==> config.mk <==
export PLATFORM = sky130hd
export DESIGN_NAME = set_dueling_insertion_policy_top
export DESIGN_NICKNAME = d
export VERILOG_FILES = /design/src/design/sdip_pkg.sv /design/src/design/sdip_ram.sv /design/src/design/sdip_recency.sv /design/src/design/set_dueling_insertion_policy_top.sv
export SDC_FILE = /design/constraint.sdc
export NUM_CORES = 2
export LEC_CHECK = 0
export BUFFER_PORTS_ARGS = -buffer_cell sky130_fd_sc_hd__buf_2
export CAP_MARGIN = 10
export CORE_AREA = 2 2 431 433
export DETAILED_ROUTE_END_ITERATION = 10
export DIE_AREA = 0 0 433 435
export PLACE_DENSITY = 0.59
export SYNTH_ARGS = -nofsm -noshare
export SYNTH_HDL_FRONTEND = slang
export SYNTH_SLANG_ARGS = --single-unit
==> constraint.sdc <==
create_clock -name clk -period 5.7 [get_ports clk]
set_input_delay 0 -clock clk [delete_from_list [all_inputs] [get_ports clk]]
set_output_delay 0 -clock clk [all_outputs]
set_load 0.01 [all_outputs]
==> src/design/sdip_pkg.sv <==
// Package: types, sizes and helpers shared by the set-dueling insertion policy block.
package sdip_pkg;

    localparam int SETS          = 64;
    localparam int WAYS          = 8;
    localparam int SELECTOR_BITS = 10;

    localparam int SET_W = $clog2(SETS);
    localparam int WAY_W = $clog2(WAYS);

    localparam int                     MASK_W  = 64;
    localparam int                     THR_W   = 17;
    localparam logic [THR_W-1:0]       THROTTLE_RESET = 17'd4096;
    localparam logic [SELECTOR_BITS-1:0] SEL_MAX =
        SELECTOR_BITS'((64'd1 << SELECTOR_BITS) - 64'd1);
    localparam logic [SELECTOR_BITS-1:0] SEL_THRESHOLD = SEL_MAX / 2;

    localparam int ORDER_W = WAYS * WAY_W;

    // Configuration register indexes
    localparam int CFG_IDX_W = 2;
    localparam logic [CFG_IDX_W-1:0] CFG_BIP_MASK = 2'd0;
    localparam logic [CFG_IDX_W-1:0] CFG_LRU_MASK = 2'd1;
    localparam logic [CFG_IDX_W-1:0] CFG_THROTTLE = 2'd2;

    // Operation codes
    localparam logic OP_HIT  = 1'b0;
    localparam logic OP_MISS = 1'b1;

    typedef logic [WAYS-1:0][WAY_W-1:0] order_t;

    typedef struct packed {
        logic        op;
        logic [5:0]  set_index;
        logic [2:0]  hit_way;
        logic [15:0] rand_value;
    } in_item_t;

    typedef struct packed {
        logic [2:0] victim_way;
        logic [2:0] old_position;
        logic       moved_to_mru;
        logic       chose_bimodal;
        logic [9:0] selector;
    } out_item_t;

    // Recency unit control and result
    typedef struct packed {
        logic             miss;
        logic             way_ok;
        logic [WAY_W-1:0] way;
        logic             fill_promote;
    } rec_ctl_t;

    typedef struct packed {
        logic             moved;
        logic [WAY_W-1:0] pos;
        logic [WAY_W-1:0] victim;
        order_t           order;
    } rec_res_t;

    function automatic order_t reset_order();
        order_t o;
        for (int p = 0; p < WAYS; p++)
        begin
            o[p] = WAY_W'(p);
        end
        return o;
    endfunction

endpackage

==> src/design/sdip_ram.sv <==
// Generic single-write, single-read RAM with registered read data.
module sdip_ram #(
    parameter int WIDTH = 8,
    parameter int DEPTH = 16
) (
    input  logic                     clk,
    input  logic                     we,
    input  logic [$clog2(DEPTH)-1:0] waddr,
    input  logic [WIDTH-1:0]         wdata,
    input  logic [$clog2(DEPTH)-1:0] raddr,
    output logic [WIDTH-1:0]         rdata
);

    logic [WIDTH-1:0] mem [DEPTH];

    always_ff @(posedge clk)
    begin
        if (we)
        begin
            mem[waddr] <= wdata;
        end
        rdata <= mem[raddr];
    end

endmodule

==> src/design/sdip_recency.sv <==
// Recency order update: locate the way, promote it to MRU, report victim and position.
module sdip_recency (
    input  sdip_pkg::order_t   order,
    input  sdip_pkg::rec_ctl_t ctl,
    output sdip_pkg::rec_res_t res
);

    logic                          found;
    logic [sdip_pkg::WAY_W-1:0]    hit_pos;
    logic [sdip_pkg::WAY_W-1:0]    pos;
    logic                          en;

    // Search from the LRU end down so the lowest matching position wins
    always_comb
    begin
        found   = 1'b0;
        hit_pos = '0;
        for (int q = sdip_pkg::WAYS - 1; q >= 0; q--)
        begin
            if (order[q] == ctl.way)
            begin
                found   = 1'b1;
                hit_pos = sdip_pkg::WAY_W'(q);
            end
        end
    end

    always_comb
    begin
        if (ctl.miss)
        begin
            pos = sdip_pkg::WAY_W'(sdip_pkg::WAYS - 1);
            en  = ctl.fill_promote;
        end
        else
        begin
            pos = hit_pos;
            en  = found && ctl.way_ok;
        end
    end

    always_comb
    begin
        res.moved  = en;
        res.pos    = (ctl.miss || en) ? pos : '0;
        res.victim = ctl.miss ? order[sdip_pkg::WAYS-1] : '0;
        res.order[0] = en ? order[pos] : order[0];
        for (int q = 1; q < sdip_pkg::WAYS; q++)
        begin
            if (en && (sdip_pkg::WAY_W'(q) <= pos))
            begin
                res.order[q] = order[q-1];
            end
            else
            begin
                res.order[q] = order[q];
            end
        end
    end

endmodule

==> src/design/set_dueling_insertion_policy_top.sv <==
// Top level: set-dueling insertion policy engine with per-set recency RAM.
// A taken command passes through the stage register, where its RAM read is
// resolved, and then the result register, which drives the result strobe (done);
// one command is taken every cycle.
// busy stays low: the engine never stalls and the receiver cannot stall.
// Reset clears the selector, the configuration registers (throttle to 4096)
// and the per-set written bits, so every set reads as way 0 MRU .. last way LRU.
module set_dueling_insertion_policy_top (
    input  logic                                clk,
    input  logic                                rst_n,
    input  logic                                start,
    output logic                                busy,
    input  sdip_pkg::in_item_t                  cmd,
    output logic                                done,
    output sdip_pkg::out_item_t                 result,
    input  logic                                cfg_we,
    input  logic [sdip_pkg::CFG_IDX_W-1:0]      cfg_index,
    input  logic [sdip_pkg::MASK_W-1:0]         cfg_data
);

    // Configuration registers
    logic [sdip_pkg::MASK_W-1:0] bip_mask_reg;
    logic [sdip_pkg::MASK_W-1:0] lru_mask_reg;
    logic [sdip_pkg::THR_W-1:0]  throttle_reg;

    // Policy state
    logic [sdip_pkg::SELECTOR_BITS-1:0] sel_reg;
    logic [sdip_pkg::SELECTOR_BITS-1:0] sel_next;
    logic [sdip_pkg::SETS-1:0]          written_reg;

    // Stage register: the command whose RAM read is in flight
    logic                        stg_valid_reg;
    sdip_pkg::in_item_t          stg_item_reg;
    logic                        stg_written_reg;

    // Bypass of the write made at the previous edge (RAM read returns old data)
    logic                        fwd_valid_reg;
    logic [sdip_pkg::SET_W-1:0]  fwd_set_reg;
    sdip_pkg::order_t            fwd_order_reg;

    // Result register
    logic                        done_reg;
    sdip_pkg::out_item_t         result_reg;
    sdip_pkg::out_item_t         result_next;

    logic                        accept;
    logic [sdip_pkg::SET_W-1:0]  rd_set;
    logic [sdip_pkg::SET_W-1:0]  stg_set;
    logic                        stg_set_ok;
    logic [sdip_pkg::ORDER_W-1:0] ram_rdata;
    sdip_pkg::order_t            cur_order;
    logic                        stg_write;
    logic                        is_bip;
    logic                        is_lru;
    logic                        bimodal;
    sdip_pkg::rec_ctl_t          rec_ctl;
    sdip_pkg::rec_res_t          rec_res;

    assign busy   = 1'b0;
    assign accept = start && !busy;
    assign rd_set = sdip_pkg::SET_W'(cmd.set_index);

    // Configuration writes; indexes beyond the list are dropped
    always_ff @(posedge clk or negedge rst_n)
    begin
        if (!rst_n)
        begin
            bip_mask_reg <= '0;
            lru_mask_reg <= '0;
            throttle_reg <= sdip_pkg::THROTTLE_RESET;
        end
        else if (cfg_we)
        begin
            unique case (cfg_index)
                sdip_pkg::CFG_BIP_MASK: bip_mask_reg <= cfg_data;
                sdip_pkg::CFG_LRU_MASK: lru_mask_reg <= cfg_data;
                sdip_pkg::CFG_THROTTLE: throttle_reg <= cfg_data[sdip_pkg::THR_W-1:0];
                default:                ;
            endcase
        end
    end

    // Recency RAM: read issued at accept, written from the stage
    sdip_ram #(
        .WIDTH (sdip_pkg::ORDER_W),
        .DEPTH (sdip_pkg::SETS)
    ) u_order_ram (
        .clk   (clk),
        .we    (stg_write),
        .waddr (stg_set),
        .wdata (rec_res.order),
        .raddr (rd_set),
        .rdata (ram_rdata)
    );

    // Stage: resolve the current order of the set
    assign stg_set    = sdip_pkg::SET_W'(stg_item_reg.set_index);
    assign stg_set_ok = 32'(stg_item_reg.set_index) < sdip_pkg::SETS;
    assign stg_write  = stg_valid_reg && stg_set_ok;

    always_comb
    begin
        if (fwd_valid_reg && (fwd_set_reg == stg_set))
        begin
            cur_order = fwd_order_reg;
        end
        else if (stg_written_reg)
        begin
            cur_order = sdip_pkg::order_t'(ram_rdata);
        end
        else
        begin
            cur_order = sdip_pkg::reset_order();
        end
    end

    // Selector update and insertion choice; a set in both masks counts as BIP
    always_comb
    begin
        is_bip   = bip_mask_reg[stg_set];
        is_lru   = !is_bip && lru_mask_reg[stg_set];
        sel_next = sel_reg;
        if (stg_valid_reg && stg_set_ok && (stg_item_reg.op == sdip_pkg::OP_MISS))
        begin
            if (is_bip && (sel_reg != '0))
            begin
                sel_next = sel_reg - 1'b1;
            end
            else if (is_lru && (sel_reg != sdip_pkg::SEL_MAX))
            begin
                sel_next = sel_reg + 1'b1;
            end
        end
        if (is_bip)
        begin
            bimodal = 1'b1;
        end
        else if (is_lru)
        begin
            bimodal = 1'b0;
        end
        else
        begin
            bimodal = sel_next > sdip_pkg::SEL_THRESHOLD;
        end
    end

    always_comb
    begin
        rec_ctl.miss         = stg_item_reg.op == sdip_pkg::OP_MISS;
        rec_ctl.way_ok       = 32'(stg_item_reg.hit_way) < sdip_pkg::WAYS;
        rec_ctl.way          = sdip_pkg::WAY_W'(stg_item_reg.hit_way);
        rec_ctl.fill_promote = !bimodal ||
            ({1'b0, stg_item_reg.rand_value} < throttle_reg);
    end

    sdip_recency u_recency (
        .order (cur_order),
        .ctl   (rec_ctl),
        .res   (rec_res)
    );

    // Assemble the result beat; out-of-range sets report only the selector
    always_comb
    begin
        result_next = '0;
        if (stg_set_ok)
        begin
            result_next.victim_way    = 3'(rec_res.victim);
            result_next.old_position  = 3'(rec_res.pos);
            result_next.moved_to_mru  = rec_res.moved;
            result_next.chose_bimodal = rec_ctl.miss && bimodal;
        end
        result_next.selector = 10'(sel_next);
    end

    // Control registers
    always_ff @(posedge clk or negedge rst_n)
    begin
        if (!rst_n)
        begin
            stg_valid_reg <= 1'b0;
            fwd_valid_reg <= 1'b0;
            done_reg      <= 1'b0;
            sel_reg       <= '0;
            written_reg   <= '0;
        end
        else
        begin
            stg_valid_reg <= accept;
            fwd_valid_reg <= stg_write;
            done_reg      <= stg_valid_reg;
            sel_reg       <= sel_next;
            if (stg_write)
            begin
                written_reg[stg_set] <= 1'b1;
            end
        end
    end

    // Payload registers
    always_ff @(posedge clk)
    begin
        if (accept)
        begin
            stg_item_reg    <= cmd;
            stg_written_reg <= written_reg[rd_set];
        end
        if (stg_write)
        begin
            fwd_set_reg   <= stg_set;
            fwd_order_reg <= rec_res.order;
        end
        if (stg_valid_reg)
        begin
            result_reg <= result_next;
        end
    end

    assign done   = done_reg;
    assign result = result_reg;

endmodule
# Word-level counts from Yosys, hierarchy flattened
# Memories as Yosys holds them, arrays and structs flattened. A register that Yosys moved wholly into a read port is not among the register bits.
# Index checks and enable logic that the tools add are counted.
totals:
  reg_bits: 296
  mem_bits_rw: 1536
  in_bits: 96
  out_inout_bits: 20
  wordCells: 123
  memories: 1
mem_list:
  columns: ["name", "words", "width", "rd", "rd_clocked_by_memory_dff", "wr", "line_no", "text"]
  rows:
  - ["u_order_ram.mem", 64, 24, 1, 1, 1, "sdip_ram.sv:14", "logic [WIDTH-1:0] mem [DEPTH];"]
op_classes:
  addsub: 2
  n_lt_le_gt_ge: 13
  n_eq_ne: 12
  n_mux: 45
  bitwise_logic: 1
  n_reduce_logical: 23
op_table:
  columns: ["op", "n"]
  rows:
  - ["64-bit bitwise OR", 1]
  - ["3-bit two-way mux", 18]
  - ["24-bit two-way mux", 2]
  - ["10-bit two-way mux", 3]
  - ["3-bit == test", 8]
  - ["1-bit binary-select mux with 6-bit select", 3]
  - ["16-bit by 17-bit less-than comparator with 1-bit output", 1]
  - ["1-bit two-way mux", 17]
  - ["1-bit logical AND", 14]
  - ["6-bit by 7-bit less-than comparator with 1-bit output, second input constant", 2]
  - ["3-bit less-or-equal comparator, first input constant", 4]
  - ["10-bit by 1-bit adder with 10-bit output, second input constant", 1]
  - ["10-bit by 9-bit greater-than comparator with 1-bit output, second input constant", 1]
  - ["10-bit != test, second input constant", 1]
  - ["10-bit nonzero test", 1]
  - ["10-bit by 1-bit subtractor with 10-bit output, second input constant", 1]
  - ["3-bit binary-select mux with 3-bit select", 1]
  - ["1-bit demux with 6-bit select", 1]
  - ["6-bit == test", 1]
  - ["6-bit by 1-bit >= comparator with 1-bit output, second input constant", 1]
  - ["2-bit by 3-bit less-or-equal comparator with 1-bit output, first input constant", 2]
  - ["2-bit AND reduction", 3]
  - ["3-bit by 4-bit less-than comparator with 1-bit output, second input constant", 1]
  - ["1-bit by 3-bit less-or-equal comparator with 1-bit output, first input constant", 1]
  - ["5 further kinds", 7]

# Logic depth before layout (Yosys ltp)
depth:
  word_depth: 16
  ltp_mapped: 16
  mapped_depth_nobuf: 12

# Cells and area by module
# From an unflattened synthesis, not the netlist that was laid out.
unflattened:
  hier_cells: 3677
  hier_area_um2: 73564.3
modules_own_cells:
  columns: ["mod", "instances", "cells_per_inst", "area_each_um2", "seq_area_each_um2"]
  rows:
  - ["sdip_ram", 1, 2610, 59295.6, 46604.7]
  - ["set_dueling_insertion_policy_top", 1, 932, 13091.3, 7783.7]
  - ["sdip_recency", 1, 135, 1177.4, 0.0]

# Worst setup path before layout
# OpenSTA, ideal clock, no wires.
synth_timing:
  path_kind: "reg2reg"
  startpoint: "register stg_item_reg (netlist bit stg_set[4])"
  endpoint: "register fwd_order_reg[16] in the netlist's numbering (data pin)"
  setup_ns: 0.570
  arrival_ns: 5.069
  path_slack_ns: 0.062
  path_stages_with_launch: 14
  period_less_slack_ns: 5.638
  cell_sequence: "edfxtp_1 > buf_6 > xor2_1 > nor3_2 > clkbuf_1 > a21oi_1 > a2111oi_0 > a211oi_2 > nor4_2 > a21oi_1 > inv_2 > nand2_2 > nor2_1 > mux2i_1"
synth_lines:
  columns: ["item", "line_no", "text"]
  rows:
  - ["from (decl)", "set_dueling_insertion_policy_top.sv:33", "sdip_pkg::in_item_t stg_item_reg;"]
  - ["from (signal assigned)", "set_dueling_insertion_policy_top.sv:206", "stg_item_reg <= cmd;"]
  - ["to (signal assigned)", "set_dueling_insertion_policy_top.sv:212", "fwd_order_reg <= rec_res.order;"]
  - ["to (decl)", "set_dueling_insertion_policy_top.sv:39", "sdip_pkg::order_t fwd_order_reg;"]

==> out/metrics.cfg <==
[run_status]
outcome = completed

[grt]
grt_pass1_wl_um = 285000
overflow = 0
grt_pass1_vias = 37500
met3_usage = 0.0365
grt_max_degree = 139
grtUsageMet1 = 0.312
met2_usage = 0.332
antenna_found_initial = 5
grt_use_total = 0.213
busiest_layer = met2

[setup_path]
critical_path.top_delay_family = compound AO/OA/AOI/OAI gates
cp_num_buf_inv = 2
worstSetupPathType = reg -> reg
cpPeakStageDelay_ps = 910
cp.required_ps = 6140
cpMaxStageDelayCell = a211o_2
cp_cell_sequence = buf_12 -> mux4_2 -> mux2i_1 -> o22ai_1 -> a2111oi_0 -> o211ai_1 -> a41oi_1 -> a2111oi_1 -> buf_4 -> a21oi_2 -> nand2_2 -> a2111oi_0 -> a211o_2
r2r_slack_ps = 370
cp_common_cell = a2111oi_0
worstPathArrival_ps = 5770
cp_max_fo = 65
cp-start-kind = flip-flop
worst_setup_path_end_kind = flip-flop

[detailed_routing]
vias_per_cell = 5.78
dr.pass1.iters = 5
drtIter0Drc = 4584
drc = 0
drt-total-wl_um = 201000
vias = 37300
avgRoutedWirePerCell_um = 31.1
ant_nets = 0

[timing]
fin_ws_ps = 369
slew_viol_final = 0
tns_ps = 0
hold_violations = 0
setup_viol = 0
rsz0062_at_grt = no
fin_crit_ps = 5330
post-route-period-util = 0.935
fmax_ghz = 0.188
finClkSkew_ps = 44.3
tightest_slew_ps = 1240
relSlewSlack = 0.172

[final_layout]
fillers = 15100
areaGrowthSynthToFinish_pct = 17.6
regMostFlops = u_order_ram.mem
final_layout_size_suffix_gt1_frac = 0.357
fin_cells = 6453
utilization = 0.467
nets = 3929
largest_reg_flops = 1536

[synth]
synth_nets = 3481
syn_area_um2 = 73100
syn_area_per_cell_um2 = 21.7
ys_warn_count = 0
yosys.area.top_type = edfxtp_1
synth_cell_types = 80
ys_ff_latch = 1856
seq_area_frac_synth = 0.744
synth-edff-count = 1611
synthFlopType = edfxtp_1
synth.top_cell.area_share = 0.662
netlist_instances = 3367
async_reset_ff_frac = 0.119
synthTopCellsByArea = edfxtp_1 66%, mux4_2 17%, dfrtp_1 7.5%

[floorplan]
ios = 116
start_util = 0.397
fp-row-count = 158
core_area_um2 = 184000
die_h_um = 435
design.die.area_um2 = 188000
die_w_um = 433

[clocking]
cts_buffer_depth = 3
clock-sinks = 1856
cts.clk_slew.worst_paths_ps = 60
cts_made_buffers = 184
clk_latency_ps = 830
cts_root_buffer = clkbuf_16
cts_tree = done
post_cts_buffers = 0
h-tree-depth = 4

[pwr]
leakage_nw = 28.2
ir_worst_vdd_mv = 0.317
power.density_nw_per_um2 = 380

[placed_design]
dp_hpwl_um = 117000
finalWeightedCongestion = 0.933
place_ws_ps = 388
io_buffer_count = 114
dp_cells = 5941

[worst_hold_path]
min_path_type = in -> reg

[run]
max_cap_violations = 0

-- Yosys cell counts, types with 4 or more instances --
cell type and instances:
a2111oi_0 6, a211oi_1 5, a21o_1 5, a21oi_1 44, a221oi_1 7, a22oi_1 7
and2_1 9, and3_1 10, and4_1 4, buf_1 39, buf_2 11, clkbuf_1 128
dfrtp_1 220, dfxtp_1 24, edfxtp_1 1611, ha_1 18, inv_1 25, mux2_2 162
mux2i_1 43, mux4_2 543, nand2_1 35, nand2b_1 16, nand3_1 29, nand3b_1 9
nand4_1 14, nand4b_1 4, nor2_1 100, nor2b_1 7, nor3_1 20, o2111ai_1 8
o211ai_1 4, o21ai_0 19, o22ai_1 13, or2_2 74, or3_1 11, or4_1 8
xnor2_1 8, xor2_1 7
-- logic make-up after synthesis --
family | count (synthesis) | synth area share
AND/OR/NAND/NOR | 366 | 0.0269
other | 1 | 0.0000513
multiplexers | 748 | 0.198
adder cells (fa/ha/maj) | 18 | 0.00308
buffers and inverters | 211 | 0.0114
XOR/XNOR | 15 | 0.00180
flip-flops | 1856 | 0.744
AO/OA/AOI/OAI | 152 | 0.0145
-- routing by layer --
metal / part of all wire / up-vias
met4: 0.026 / 0
met1: 0.42 / 20400
met2: 0.47 / 1669
met3: 0.076 / 258
met5: 0 / -
li1: - / 15000
-- timing repair --
| action | 4_1_cts | 5_1_grt |
|---|---|---|
| endpoints found under the hold margin | 430 | 0 |
| resized for setup | 0 | 0 |
| hold buffers | 167 | 0 |
-- layout by cell type, fill, tap and decap left out, types with 14 or more instances in the layout --
cell / count
edfxtp_1: 1611
mux4_2: 543
dfrtp_1: 219
clkbuf_16: 188
dlygate4sd3_1: 166
mux2_2: 162
buf_4: 139
buf_2: 109
or2_2: 74
clkbuf_1: 66
nor2_4: 64
a21oi_1: 44
nor2_1: 36
nand2_1: 35
nand3_1: 29
clkinv_1: 28
inv_1: 25
dfxtp_1: 24
buf_12: 23
mux2i_1: 22
mux2i_4: 21
nor3_1: 20
o21ai_0: 19
clkinv_2: 19
ha_1: 18
clkbuf_8: 17
nand2b_1: 16
nand4_1: 14
-- worst paths after layout --
kind / cells past startpoint / start / to
worst max-delay path: 13 / stg_set[1] / u_order_ram.mem[5][0]
worst min-delay path: 3 / cfg_data[12] / lru_mask_reg[12]
worst max register to register: 13 / stg_set[1] / u_order_ram.mem[5][0]
worst min register to register: 1 / written_reg[54] / written_reg[54]
max in group asynchronous: 4 / rst_n / written_reg[56]
min in group asynchronous: 4 / rst_n / written_reg[1]
-- power breakdown --
part / internal (mW) / switching (mW) / total, mW
logic: 1.51 / 2.48 / 3.99
clock network: 6.67 / 5.16 / 11.8
registers: 16.5 / 0.338 / 16.8
-- tightest hold or removal path: stages --
cell and delay [ps]:
dlygate4sd3_1 520, buf_2 150, mux2_2 150
-- through the flow --
stage          hold slack, ps  cell area [um^2]  total power, mW
5_1_grt                  27.9             85900             33.7
4_1_cts                  1.23             85900             32.8
3_5_place_dp             61.9             78400             21.0
2_1_floorplan            -296             73100             19.3
3_3_place_gp             55.0             78400             20.9
6_report                 48.0             85900             32.6
-- layout make-up --
type | instances | area (um^2) | share of cell area
inverters | 29 | 114 | 0.00133
multi-input cells | 1300 | 18600 | 0.217
clock buffers | 270 | 5170 | 0.0602
flip-flops and latches | 1856 | 54400 | 0.633
diodes | 4 | 10.0 | 0.000117
repair buffers | 444 | 3820 | 0.0445
clock inverters | 70 | 678 | 0.00789
well taps | 2480 | 3100 | 0.0361
Note: power is estimated with default switching activity, not from simulation.
